--- src/design/assert_macros.svh ---
// Assertion macros shared by the species posterior RTL.
`ifndef ASSERT_MACROS_SVH
`define ASSERT_MACROS_SVH

// Property that must hold at every rising clock edge outside reset.
`define ASSERT_PROP(lbl, ck, rst_n, prop, msg) \
	lbl: assert property (@(posedge ck) disable iff (!rst_n) prop) \
		else $error(msg);

// Condition that must never be true at a rising clock edge outside reset.
`define ASSERT_NEVER(lbl, ck, rst_n, cond, msg) \
	`ASSERT_PROP(lbl, ck, rst_n, !(cond), msg)

`endif

--- src/design/bsp_pkg.sv ---
// Shared types, constants and helpers of the species posterior block.
`default_nettype none

package bsp_pkg;

	// Fixed-point format of densities, priors and posteriors.
	localparam int FRAC_BITS = 16;
	localparam int WEIGHT_W  = 2 * FRAC_BITS;
	localparam int SPECIES_W = 4;

	// Default species counts.
	localparam int SPECIES_ALL_DEF     = 14;
	localparam int SPECIES_CHARGED_DEF = 9;

	// Species reported when every weight is zero.
	localparam logic [SPECIES_W-1:0] PION_ID = 4'd2;

	// Depth of the command queue between front and back.
	localparam int CMDQ_DEPTH = 4;

	// Operation codes of an input request.
	typedef enum logic [1:0] {
		OP_SET_DENSITY = 2'd0,
		OP_COMBINE     = 2'd1,
		OP_SET_PRIOR   = 2'd2,
		OP_QUERY       = 2'd3
	} op_t;

	// Input request as it arrives on the push side.
	typedef struct packed {
		logic [1:0]           operation;
		logic [SPECIES_W-1:0] species;
		logic [FRAC_BITS-1:0] value;
	} item_t;

	// One result as it leaves on the pop side.
	typedef struct packed {
		logic [SPECIES_W-1:0] species_out;
		logic [FRAC_BITS-1:0] posterior;
		logic [SPECIES_W-1:0] most_probable;
		logic                 invalid;
		logic                 last_result;
	} result_t;

	// Classified command handed from the front to the back.
	typedef struct packed {
		op_t                  op;
		logic [SPECIES_W-1:0] species;
		logic [FRAC_BITS-1:0] value;
	} cmd_t;

	// Width of the weighted sum over a given number of species.
	function automatic int sum_width(input int n);
		return WEIGHT_W + $clog2(n);
	endfunction

endpackage

`default_nettype wire

--- src/design/bsp_front.sv ---
// Front end: classifies input requests and queues them for the back end.
`default_nettype none

`include "assert_macros.svh"

module bsp_front #(
	parameter int SPECIES_ALL     = bsp_pkg::SPECIES_ALL_DEF,
	parameter int SPECIES_CHARGED = bsp_pkg::SPECIES_CHARGED_DEF
) (
	input  wire             clk,
	input  wire             arst_n,
	input  wire             charged_only,
	input  wire             push,
	input  bsp_pkg::item_t  item,
	output logic            full,
	output logic            cmd_vld,
	output bsp_pkg::cmd_t   cmd,
	input  wire             cmd_pop
);

	localparam int DEPTH = bsp_pkg::CMDQ_DEPTH;
	localparam int PW    = $clog2(DEPTH);
	localparam int CNTW  = $clog2(DEPTH + 1);

	bsp_pkg::cmd_t   q_mem [DEPTH];
	logic [PW-1:0]   wr_q;
	logic [PW-1:0]   rd_q;
	logic [CNTW-1:0] cnt_q;

	bsp_pkg::op_t    op;
	logic            in_range;
	logic            neutral;
	logic            keep;
	logic            enq;
	bsp_pkg::cmd_t   cls;

	// Classify: drop table writes to missing species, zero neutral densities in charged-only mode.
	always_comb begin
		op       = bsp_pkg::op_t'(item.operation);
		in_range = ({1'b0, item.species} < 5'(SPECIES_ALL));
		neutral  = ({1'b0, item.species} >= 5'(SPECIES_CHARGED));
		keep     = (op == bsp_pkg::OP_QUERY) || in_range;
		cls.op      = op;
		cls.species = item.species;
		cls.value   = item.value;
		if ((op == bsp_pkg::OP_SET_DENSITY) && charged_only && neutral) begin
			cls.value = '0;
		end
	end

	assign full    = (cnt_q == CNTW'(DEPTH));
	assign enq     = push && !full && keep;
	assign cmd_vld = (cnt_q != '0);
	assign cmd     = q_mem[rd_q];

	// Queue pointers and fill count.
	always_ff @(posedge clk or negedge arst_n) begin
		if (!arst_n) begin
			wr_q  <= '0;
			rd_q  <= '0;
			cnt_q <= '0;
		end else begin
			if (enq) begin
				wr_q <= wr_q + PW'(1);
			end
			if (cmd_pop) begin
				rd_q <= rd_q + PW'(1);
			end
			cnt_q <= cnt_q + CNTW'(enq) - CNTW'(cmd_pop);
		end
	end

	// Queue storage.
	always_ff @(posedge clk) begin
		if (enq) begin
			q_mem[wr_q] <= cls;
		end
	end

	`ASSERT_NEVER(a_pop_empty, clk, arst_n, cmd_pop && (cnt_q == '0), "command popped while queue empty")

endmodule

`default_nettype wire

--- src/design/bsp_div.sv ---
// Iterative fraction divider: floor(num * 2^FRAC_BITS / den), one bit per cycle; all ones when num >= den.
`default_nettype none

`include "assert_macros.svh"

module bsp_div #(
	parameter int SUM_W = bsp_pkg::sum_width(bsp_pkg::SPECIES_ALL_DEF)
) (
	input  wire                            clk,
	input  wire                            arst_n,
	input  wire                            start,
	input  wire [bsp_pkg::WEIGHT_W-1:0]    num,
	input  wire [SUM_W-1:0]                den,
	output logic                           done,
	output logic [bsp_pkg::FRAC_BITS-1:0]  quo
);

	localparam int F  = bsp_pkg::FRAC_BITS;
	localparam int CW = $clog2(F + 1);

	logic [SUM_W-1:0] rem_q;
	logic [SUM_W-1:0] den_q;
	logic [F-1:0]     quo_q;
	logic [CW-1:0]    cnt_q;
	logic             busy_q;
	logic             done_q;

	logic [SUM_W:0]   shifted;
	logic             fits;

	// One restoring step: shift the remainder and try to take the divisor.
	always_comb begin
		shifted = {rem_q, 1'b0};
		fits    = (shifted >= {1'b0, den_q});
	end

	always_ff @(posedge clk or negedge arst_n) begin
		if (!arst_n) begin
			busy_q <= 1'b0;
			done_q <= 1'b0;
			cnt_q  <= '0;
		end else begin
			done_q <= 1'b0;
			if (start) begin
				if (SUM_W'(num) >= den) begin
					done_q <= 1'b1;
				end else begin
					busy_q <= 1'b1;
					cnt_q  <= CW'(F);
				end
			end else if (busy_q) begin
				cnt_q <= cnt_q - CW'(1);
				if (cnt_q == CW'(1)) begin
					busy_q <= 1'b0;
					done_q <= 1'b1;
				end
			end
		end
	end

	// Remainder, divisor and quotient bits.
	always_ff @(posedge clk) begin
		if (start) begin
			rem_q <= SUM_W'(num);
			den_q <= den;
			quo_q <= (SUM_W'(num) >= den) ? '1 : '0;
		end else if (busy_q) begin
			if (fits) begin
				rem_q <= SUM_W'(shifted - {1'b0, den_q});
			end else begin
				rem_q <= shifted[SUM_W-1:0];
			end
			quo_q <= {quo_q[F-2:0], fits};
		end
	end

	assign done = done_q;
	assign quo  = quo_q;

	`ASSERT_NEVER(a_start_busy, clk, arst_n, start && busy_q, "divider started while busy")

endmodule

`default_nettype wire

--- src/design/bsp_back.sv ---
// Back end: species tables, weighted sum walk and per-species result sequencer.
`default_nettype none

`include "assert_macros.svh"

module bsp_back #(
	parameter int SPECIES_ALL     = bsp_pkg::SPECIES_ALL_DEF,
	parameter int SPECIES_CHARGED = bsp_pkg::SPECIES_CHARGED_DEF,
	parameter int SUM_W           = bsp_pkg::sum_width(bsp_pkg::SPECIES_ALL_DEF)
) (
	input  wire                            clk,
	input  wire                            arst_n,
	input  wire                            charged_only,
	input  wire                            cmd_vld,
	input  bsp_pkg::cmd_t                  cmd,
	output logic                           cmd_pop,
	output logic                           div_start,
	output logic [bsp_pkg::WEIGHT_W-1:0]   div_num,
	output logic [SUM_W-1:0]               div_den,
	input  wire                            div_done,
	input  wire [bsp_pkg::FRAC_BITS-1:0]   div_quo,
	output logic                           empty,
	input  wire                            pop,
	output bsp_pkg::result_t               result
);

	localparam int F     = bsp_pkg::FRAC_BITS;
	localparam int WW    = bsp_pkg::WEIGHT_W;
	localparam int IW    = (SPECIES_ALL > 1) ? $clog2(SPECIES_ALL) : 1;
	localparam int CW    = $clog2(SPECIES_ALL + 1);
	localparam int N_CHG = (SPECIES_CHARGED > SPECIES_ALL) ? SPECIES_ALL : SPECIES_CHARGED;
	localparam logic [F-1:0] DENS_INIT = F'((2 ** F) / SPECIES_ALL);

	typedef enum logic [2:0] {
		ST_IDLE,
		ST_COMB_WR,
		ST_SUM,
		ST_SUM_DRAIN,
		ST_EMIT_MUL,
		ST_EMIT_START,
		ST_EMIT_WAIT,
		ST_EMIT_OUT
	} state_t;

	state_t                       state_q;
	logic [F-1:0]                 dens_q  [SPECIES_ALL];
	logic [F-1:0]                 prior_q [SPECIES_ALL];
	logic [IW-1:0]                sp_q;
	logic [CW-1:0]                idx_q;
	logic [SUM_W-1:0]             sum_q;
	logic [WW-1:0]                best_q;
	logic [bsp_pkg::SPECIES_W-1:0] best_id_q;
	logic                         acc_s1;
	logic [WW-1:0]                prod_s1;
	logic [CW-1:0]                idx_s1;
	logic                         res_vld_q;
	bsp_pkg::result_t             res_q;

	logic [IW-1:0]                rd_idx;
	logic [F-1:0]                 mul_a;
	logic [F-1:0]                 mul_b;
	logic [CW-1:0]                n_use;
	logic                         last;
	logic                         invalid;
	logic                         res_load;
	logic [IW-1:0]                cmd_sp;

	// Table read port and multiplier operands.
	always_comb begin
		cmd_sp   = cmd.species[IW-1:0];
		rd_idx   = (state_q == ST_IDLE) ? cmd_sp : idx_q[IW-1:0];
		mul_a    = dens_q[rd_idx];
		mul_b    = (state_q == ST_IDLE) ? cmd.value : prior_q[rd_idx];
		n_use    = charged_only ? CW'(N_CHG) : CW'(SPECIES_ALL);
		last     = (idx_q == n_use - CW'(1));
		invalid  = (sum_q == '0);
		res_load = (state_q == ST_EMIT_OUT) && (!res_vld_q || pop);
	end

	assign cmd_pop   = (state_q == ST_IDLE) && cmd_vld;
	assign div_start = (state_q == ST_EMIT_START) && !invalid;
	assign div_num   = prod_s1;
	assign div_den   = sum_q;
	assign empty     = !res_vld_q;
	assign result    = res_q;

	// Multiplier stage: density times prior, or density times new density.
	always_ff @(posedge clk) begin
		prod_s1 <= WW'(mul_a) * WW'(mul_b);
		idx_s1  <= idx_q;
	end

	// Sequencer, tables, running sum and result register.
	always_ff @(posedge clk or negedge arst_n) begin
		if (!arst_n) begin
			state_q   <= ST_IDLE;
			for (int i = 0; i < SPECIES_ALL; i++) begin
				dens_q[i]  <= DENS_INIT;
				prior_q[i] <= '0;
			end
			sp_q      <= '0;
			idx_q     <= '0;
			sum_q     <= '0;
			best_q    <= '0;
			best_id_q <= bsp_pkg::PION_ID;
			acc_s1    <= 1'b0;
			res_vld_q <= 1'b0;
			res_q     <= '0;
		end else begin
			acc_s1 <= (state_q == ST_SUM);

			// Accumulate each weight and track the strict-greater maximum.
			if (acc_s1) begin
				sum_q <= sum_q + SUM_W'(prod_s1);
				if (prod_s1 > best_q) begin
					best_q    <= prod_s1;
					best_id_q <= bsp_pkg::SPECIES_W'(idx_s1);
				end
			end

			// Result register handshake: a new load replaces a popped result.
			if (res_load) begin
				res_vld_q           <= 1'b1;
				res_q.species_out   <= bsp_pkg::SPECIES_W'(idx_q);
				res_q.posterior     <= invalid ? '0 : div_quo;
				res_q.most_probable <= best_id_q;
				res_q.invalid       <= invalid;
				res_q.last_result   <= last;
			end else if (pop && res_vld_q) begin
				res_vld_q <= 1'b0;
			end

			case (state_q)
				ST_IDLE: begin
					if (cmd_vld) begin
						case (cmd.op)
							bsp_pkg::OP_SET_DENSITY: begin
								dens_q[cmd_sp] <= cmd.value;
							end
							bsp_pkg::OP_COMBINE: begin
								sp_q    <= cmd_sp;
								state_q <= ST_COMB_WR;
							end
							bsp_pkg::OP_SET_PRIOR: begin
								prior_q[cmd_sp] <= cmd.value;
							end
							bsp_pkg::OP_QUERY: begin
								idx_q     <= '0;
								sum_q     <= '0;
								best_q    <= '0;
								best_id_q <= bsp_pkg::PION_ID;
								state_q   <= ST_SUM;
							end
							default: begin
								state_q <= ST_IDLE;
							end
						endcase
					end
				end
				ST_COMB_WR: begin
					dens_q[sp_q] <= prod_s1[WW-1:F];
					state_q      <= ST_IDLE;
				end
				ST_SUM: begin
					if (last) begin
						state_q <= ST_SUM_DRAIN;
					end else begin
						idx_q <= idx_q + CW'(1);
					end
				end
				ST_SUM_DRAIN: begin
					idx_q   <= '0;
					state_q <= ST_EMIT_MUL;
				end
				ST_EMIT_MUL: begin
					state_q <= ST_EMIT_START;
				end
				ST_EMIT_START: begin
					state_q <= invalid ? ST_EMIT_OUT : ST_EMIT_WAIT;
				end
				ST_EMIT_WAIT: begin
					if (div_done) begin
						state_q <= ST_EMIT_OUT;
					end
				end
				ST_EMIT_OUT: begin
					if (res_load) begin
						if (last) begin
							state_q <= ST_IDLE;
						end else begin
							idx_q   <= idx_q + CW'(1);
							state_q <= ST_EMIT_MUL;
						end
					end
				end
				default: begin
					state_q <= ST_IDLE;
				end
			endcase
		end
	end

	`ASSERT_NEVER(a_res_overwrite, clk, arst_n, res_load && res_vld_q && !pop, "result overwritten before pop")
	`ASSERT_NEVER(a_invalid_zero, clk, arst_n, res_vld_q && res_q.invalid && (res_q.posterior != '0), "invalid result with nonzero posterior")
	`ASSERT_PROP(a_last_idle, clk, arst_n, (res_load && last) |=> (state_q == ST_IDLE), "sequencer did not return to idle after last result")

endmodule

`default_nettype wire

--- src/design/bayesian_species_posterior_top.sv ---
// Top level of the Bayesian species posterior block.
//
//  channel   handshake           payload                   direction
//  item      push / full         bsp_pkg::item_t           in
//  result    pop / empty         bsp_pkg::result_t         out
//  config    cfg_we              cfg_data (charged_only)   in
//
// Set-density and set-prior requests are applied in the back end's idle state; a combine also
// passes through a write-back state. A query walks the n species in use through the one
// multiplier to form the sum, then divides each weight in the divider, one bit per cycle.
// Reset loads every density with 2^FRAC_BITS / SPECIES_ALL and every prior with zero.
// A four-deep command queue keeps taking requests until full while the back end or the result pop stalls.
`default_nettype none

module bayesian_species_posterior_top #(
	parameter int SPECIES_ALL     = bsp_pkg::SPECIES_ALL_DEF,
	parameter int SPECIES_CHARGED = bsp_pkg::SPECIES_CHARGED_DEF
) (
	input  wire               clk,
	input  wire               arst_n,
	input  wire               cfg_we,
	input  wire               cfg_data,
	input  wire               push,
	input  bsp_pkg::item_t    item,
	output logic              full,
	input  wire               pop,
	output logic              empty,
	output bsp_pkg::result_t  result
);

	localparam int SUM_W = bsp_pkg::sum_width(SPECIES_ALL);

	logic                          charged_only_q;
	logic                          cmd_vld;
	bsp_pkg::cmd_t                 cmd;
	logic                          cmd_pop;
	logic                          div_start;
	logic [bsp_pkg::WEIGHT_W-1:0]  div_num;
	logic [SUM_W-1:0]              div_den;
	logic                          div_done;
	logic [bsp_pkg::FRAC_BITS-1:0] div_quo;

	// Charged-only mode register.
	always_ff @(posedge clk or negedge arst_n) begin
		if (!arst_n) begin
			charged_only_q <= 1'b0;
		end else if (cfg_we) begin
			charged_only_q <= cfg_data;
		end
	end

	bsp_front #(
		.SPECIES_ALL     (SPECIES_ALL),
		.SPECIES_CHARGED (SPECIES_CHARGED)
	) u_front (
		.clk          (clk),
		.arst_n       (arst_n),
		.charged_only (charged_only_q),
		.push         (push),
		.item         (item),
		.full         (full),
		.cmd_vld      (cmd_vld),
		.cmd          (cmd),
		.cmd_pop      (cmd_pop)
	);

	bsp_div #(
		.SUM_W (SUM_W)
	) u_div (
		.clk    (clk),
		.arst_n (arst_n),
		.start  (div_start),
		.num    (div_num),
		.den    (div_den),
		.done   (div_done),
		.quo    (div_quo)
	);

	bsp_back #(
		.SPECIES_ALL     (SPECIES_ALL),
		.SPECIES_CHARGED (SPECIES_CHARGED),
		.SUM_W           (SUM_W)
	) u_back (
		.clk          (clk),
		.arst_n       (arst_n),
		.charged_only (charged_only_q),
		.cmd_vld      (cmd_vld),
		.cmd          (cmd),
		.cmd_pop      (cmd_pop),
		.div_start    (div_start),
		.div_num      (div_num),
		.div_den      (div_den),
		.div_done     (div_done),
		.div_quo      (div_quo),
		.empty        (empty),
		.pop          (pop),
		.result       (result)
	);

endmodule

`default_nettype wire

--- config.mk ---
export PLATFORM = sky130hd
export DESIGN_NAME = bayesian_species_posterior_top
export DESIGN_NICKNAME = d
export VERILOG_FILES = /design/src/design/bsp_pkg.sv /design/src/design/bsp_front.sv /design/src/design/bsp_div.sv /design/src/design/bsp_back.sv /design/src/design/bayesian_species_posterior_top.sv
export VERILOG_INCLUDE_DIRS = /design/src /design/src/design
export SDC_FILE = /design/constraint.sdc
export NUM_CORES = 2
export LEC_CHECK = 0
export BUFFER_PORTS_ARGS = -buffer_cell sky130_fd_sc_hd__buf_2
export CAP_MARGIN = 20
export CORE_UTILIZATION = 55
export CTS_BUF_LIST = sky130_fd_sc_hd__clkbuf_8
export DETAILED_ROUTE_END_ITERATION = 12
export PLACE_DENSITY = 0.72
export SETUP_SLACK_MARGIN = 0.05
export SLEW_MARGIN = 40
export SYNTH_ARGS = -nofsm -noshare
export SYNTH_HDL_FRONTEND = slang
export SYNTH_HIERARCHICAL = 1
export SYNTH_SLANG_ARGS = --single-unit
--- constraint.sdc ---
create_clock -name clk -period 17.7 [get_ports clk]
set_input_delay 0.885 -clock clk [delete_from_list [all_inputs] [get_ports clk]]
set_output_delay 0.885 -clock clk [all_outputs]
set_load 0.02 [all_outputs]
==> results.md <==
- WL per Instance: 22.7 um
- FFs w/ async S/R, synth: 73.0%
- DR vias: 38700
- DRC violations left: 0
- Starting Density: 55.8%
- Setup TNS: 0 ns
- Worst setup EP type: register
- Die width: 305 um
- Mapped Area: 0.0504 mm2
- Mux cell area share after synthesis: 9.32%
- Max-Cap Viols: 0
- Initial antenna violation count: 9
- Reg clk slew, reported paths: 0.06 ns
- Remaining global-route overflow: 0
- Setup WS post-layout: 7.44 ns
- Least-Margin Pin Slew: 0.911 ns
- Post-DP Area: 0.0517 mm2
- Crit-path slowest cell: mux4_2
- Max VDD drop: 142 uV
- H-tree depth: 4
- Synth Area per Inst: 10.2 um2
- DRT antenna net count: 0
- Startpoint Class: register
- Seq pwr share: 31.4%
- Clock power share: 18.0%
- Logic pwr share: 50.6%
- Number of global-route vias before repair: 38500
- Clock Path Buffers: 3
- IO Pins: 56
- Pre-antenna DRT Iters: 6
- # rows: 110
- Core box area: 0.0903 mm2
- Die height: 305 um
- All-layer global routing usage: 30.3%
- Pre-CTS setup slack: 7.44 ns
- Sw Pwr: 4.22 mW
- First-pass GRT wire length: 219000 um
- Switching fraction of total power: 44.4%
- GP Congestion: 0.918
- Largest family of logic cells by synthesized area: compound AO/OA/AOI/OAI gates
- Final core occ: 60.5%
- Register area share after synthesis: 40.5%
- Pwr Density: 174 mW/mm2
- Crit share post-route: 58.0%
- Compound-Gate Fraction of Synth Area: 16.3%
- WP data required: 18.43 ns
- Static Leakage: 24.3 nW
- Setup repair after global routing missed its margin: false
- CTS tree: done
- Avg Vias per Cell: 6.28
- CP max FO: 97
- Yosys warns: 6
- Ys flop type: dfrtp_1
- Endpoints failing setup: 0
- Area share of and/or/nand/nor cells after synthesis: 12.6%
- CTS Hold Buffers Added: 0
- R2r setup slk: 7.44 ns
- Crit-path max cell delay: 0.74 ns
- CP Launch Point: u_front/rd_q[0]
- Critical path class: register to register
- Hold_ws: 0.0214 ns
- Design area: 0.0546 mm2
- Post-synth EDFFs: 172
- Relative slew margins: 38.7%
- Syn-to-layout area delta: 8.47%
- Hold crit path type: input port to asynchronous set/reset pin
- Post-synthesis adder-cell area fraction: 13.9%
- Post-synthesis xor/xnor area fraction: 1.46%
- Pin count of the biggest net entering global routing: 162
- Fillcell total: 7480
- Nets@finish: 5338
- Post-CTS Setup Inserts: 0
- R2R depth: 31
- Syn Inst Count: 4914
- Routed wire length: 140000 um
- Int Pwr: 5.28 mW
- Clock sinks: 786
- Share of cells above drive strength 1: 16.8%
- Clock skew: 0.0525 ns
- Critical R2R Capture: u_back/div_num[28]
- DP HPWL: 93300 um
- FF-to-FF Start: u_front/rd_q[0]
- Initial drt markers: 3592
- Post-layout min period: 10.26 ns
- Post_cts resized: 0
- Cell mode on critical path: fa_1
- CP endpoint: u_back/div_num[28]
- Slew Limit Fails: 0
- Status: completed
- Worst skew pair latency: 0.84 ns
- Final hold violation count: 0
- Port bufs: 55
- Root Driver: clkbuf_8
- Maximum achievable frequency: 97.4 MHz
- Post-synth net total: 5384
- Inserted Clock Buffers: 138
- Die area: 0.0928 mm2
- Worst Path Arrival: 10.99 ns
- Flops & latches, synth: 786
- Post-synth cell types: 92
metrics by stage:
stage,instances,power [mW]
after CTS,6153,9.46
after detailed placement,5902,7.71
after floorplan,4914,6.33
after global placement,5898,7.57
final,6162,9.50
after global routing,6162,10.1
synth_stat cells (17+ instances only):
cell / n / share of area (%)
a211oi_1: 56 / 0.83
dfstp_2: 71 / 3.7
nand4_1: 29 / 0.36
nor2b_1: 80 / 0.99
nand2_1: 635 / 4.7
and2_1: 66 / 0.82
mux4_2: 54 / 2.4
inv_1: 386 / 2.9
mux2_2: 249 / 5.6
and3_1: 29 / 0.36
a21oi_1: 214 / 2.1
nor3_1: 29 / 0.29
nand3_1: 89 / 0.88
buf_2: 69 / 0.69
nor2_1: 253 / 1.9
fa_1: 197 / 7.8
edfxtp_1: 172 / 10
xnor2_1: 60 / 1.0
a311o_1: 20 / 0.40
o211ai_1: 41 / 0.61
a21o_1: 63 / 0.94
dfrtp_1: 503 / 25
mux2i_1: 63 / 1.3
a211o_1: 17 / 0.30
o221ai_1: 212 / 3.7
o21ai_0: 111 / 1.1
dfxtp_1: 40 / 1.6
clkbuf_1: 234 / 1.7
nand2b_1: 78 / 0.97
xor2_1: 24 / 0.42
o21a_1: 222 / 3.3
a31oi_1: 44 / 0.55
ha_1: 245 / 6.1
how the worst min path moves through the flow:
stage / end / slack [ns] / cells after the start
final: charged_only_q / 0.02 / 1
after CTS: charged_only_q / 0.003 / 1
after detailed placement: u_back/best_id_q[2] / 0.43 / 2
after global routing: charged_only_q / 0.04 / 1
after global placement: u_back/best_id_q[2] / 0.42 / 2
after floorplan: u_back/idx_s1[3] / 0.42 / 0
kinds of logic after synthesis:
| family | after synthesis |
|---|---|
| mux | 369 |
| buf+inv | 727 |
| simple gates | 1376 |
| compound gates | 1130 |
| fa+ha+maj | 442 |
| xor+xnor | 84 |
| flops | 786 |
metal layers:
| metal | vias to the layer above | GRT usage, % | wire length (um) |
|---|---|---|---|
| met1 | 19300 | 38.5 | 56200 |
| li1 | 17400 | - | - |
| met2 | 1594 | 49.0 | 66300 |
| met4 | 0 | 16.1 | 7290 |
| met5 | - | 0 | 0 |
| met3 | 396 | 6.03 | 10200 |
cell type report:
class / count / area [um2] / area share (%)
Sequential cell: 786 / 20400 / 37.4
Multi-Input combinational cell: 3401 / 27300 / 50.0
Tap cell: 1176 / 1470 / 2.69
Timing Repair Buffer: 153 / 1140 / 2.08
Clock buffer: 164 / 2260 / 4.13
Inverter: 388 / 1460 / 2.67
Clock inverter: 87 / 577 / 1.06
Antenna cell: 7 / 17.5 / 0.0321
registers in the layout, summed over array words and instances (netlist names), 5 cells and up:
signal          count
u_back/dens_q     224
u_back/div_den     36
u_div/cnt_q         5
u_back/best_q      32
u_back/div_num     32
u_div/quo          16
u_back/prior_q    224
u_div/rem_q        36
u_back/result      26
u_front/q_mem      88
u_div/den_q        36
layout by cell type (no fill, tap or decap), drive strengths merged, types with 20 or more instances in the layout:
cell	instances
nand4	29
o21a	222
xor2	24
clkbuf	164
nor2	253
and2	85
nor3	30
a211oi	69
dfstp	71
mux4	54
a21oi	214
mux2i	64
edfxtp	172
fa	197
dfrtp	503
a31oi	46
o221ai	212
and3	30
dfxtp	40
a21o	63
o211ai	41
xnor2	60
buf	153
a311o	20
nand2b	79
inv	448
mux2	251
nand2	635
nor2b	80
nand3	89
o21ai	119
ha	245
critical path, delay by kind of cell, from the launching register on:
| family | cells | cell delay (ns) |
|---|---|---|
| flops | 1 | 0.32 |
| fa+ha+maj | 7 | 3.39 |
| simple gates | 7 | 1.38 |
| mux | 2 | 0.98 |
| compound gates | 7 | 2.27 |
| buf+inv | 8 | 1.71 |
power groups by stage:
stage	combinational, mW	clock [mW]	sequential (mW)
after global placement	4.59	0	2.98
after CTS	4.74	1.75	2.97
final	4.80	1.71	2.98
after floorplan	3.44	0	2.89
after detailed placement	4.71	0	3.00
after global routing	5.25	1.83	3.05
Power figures use the tool's default switching activity.
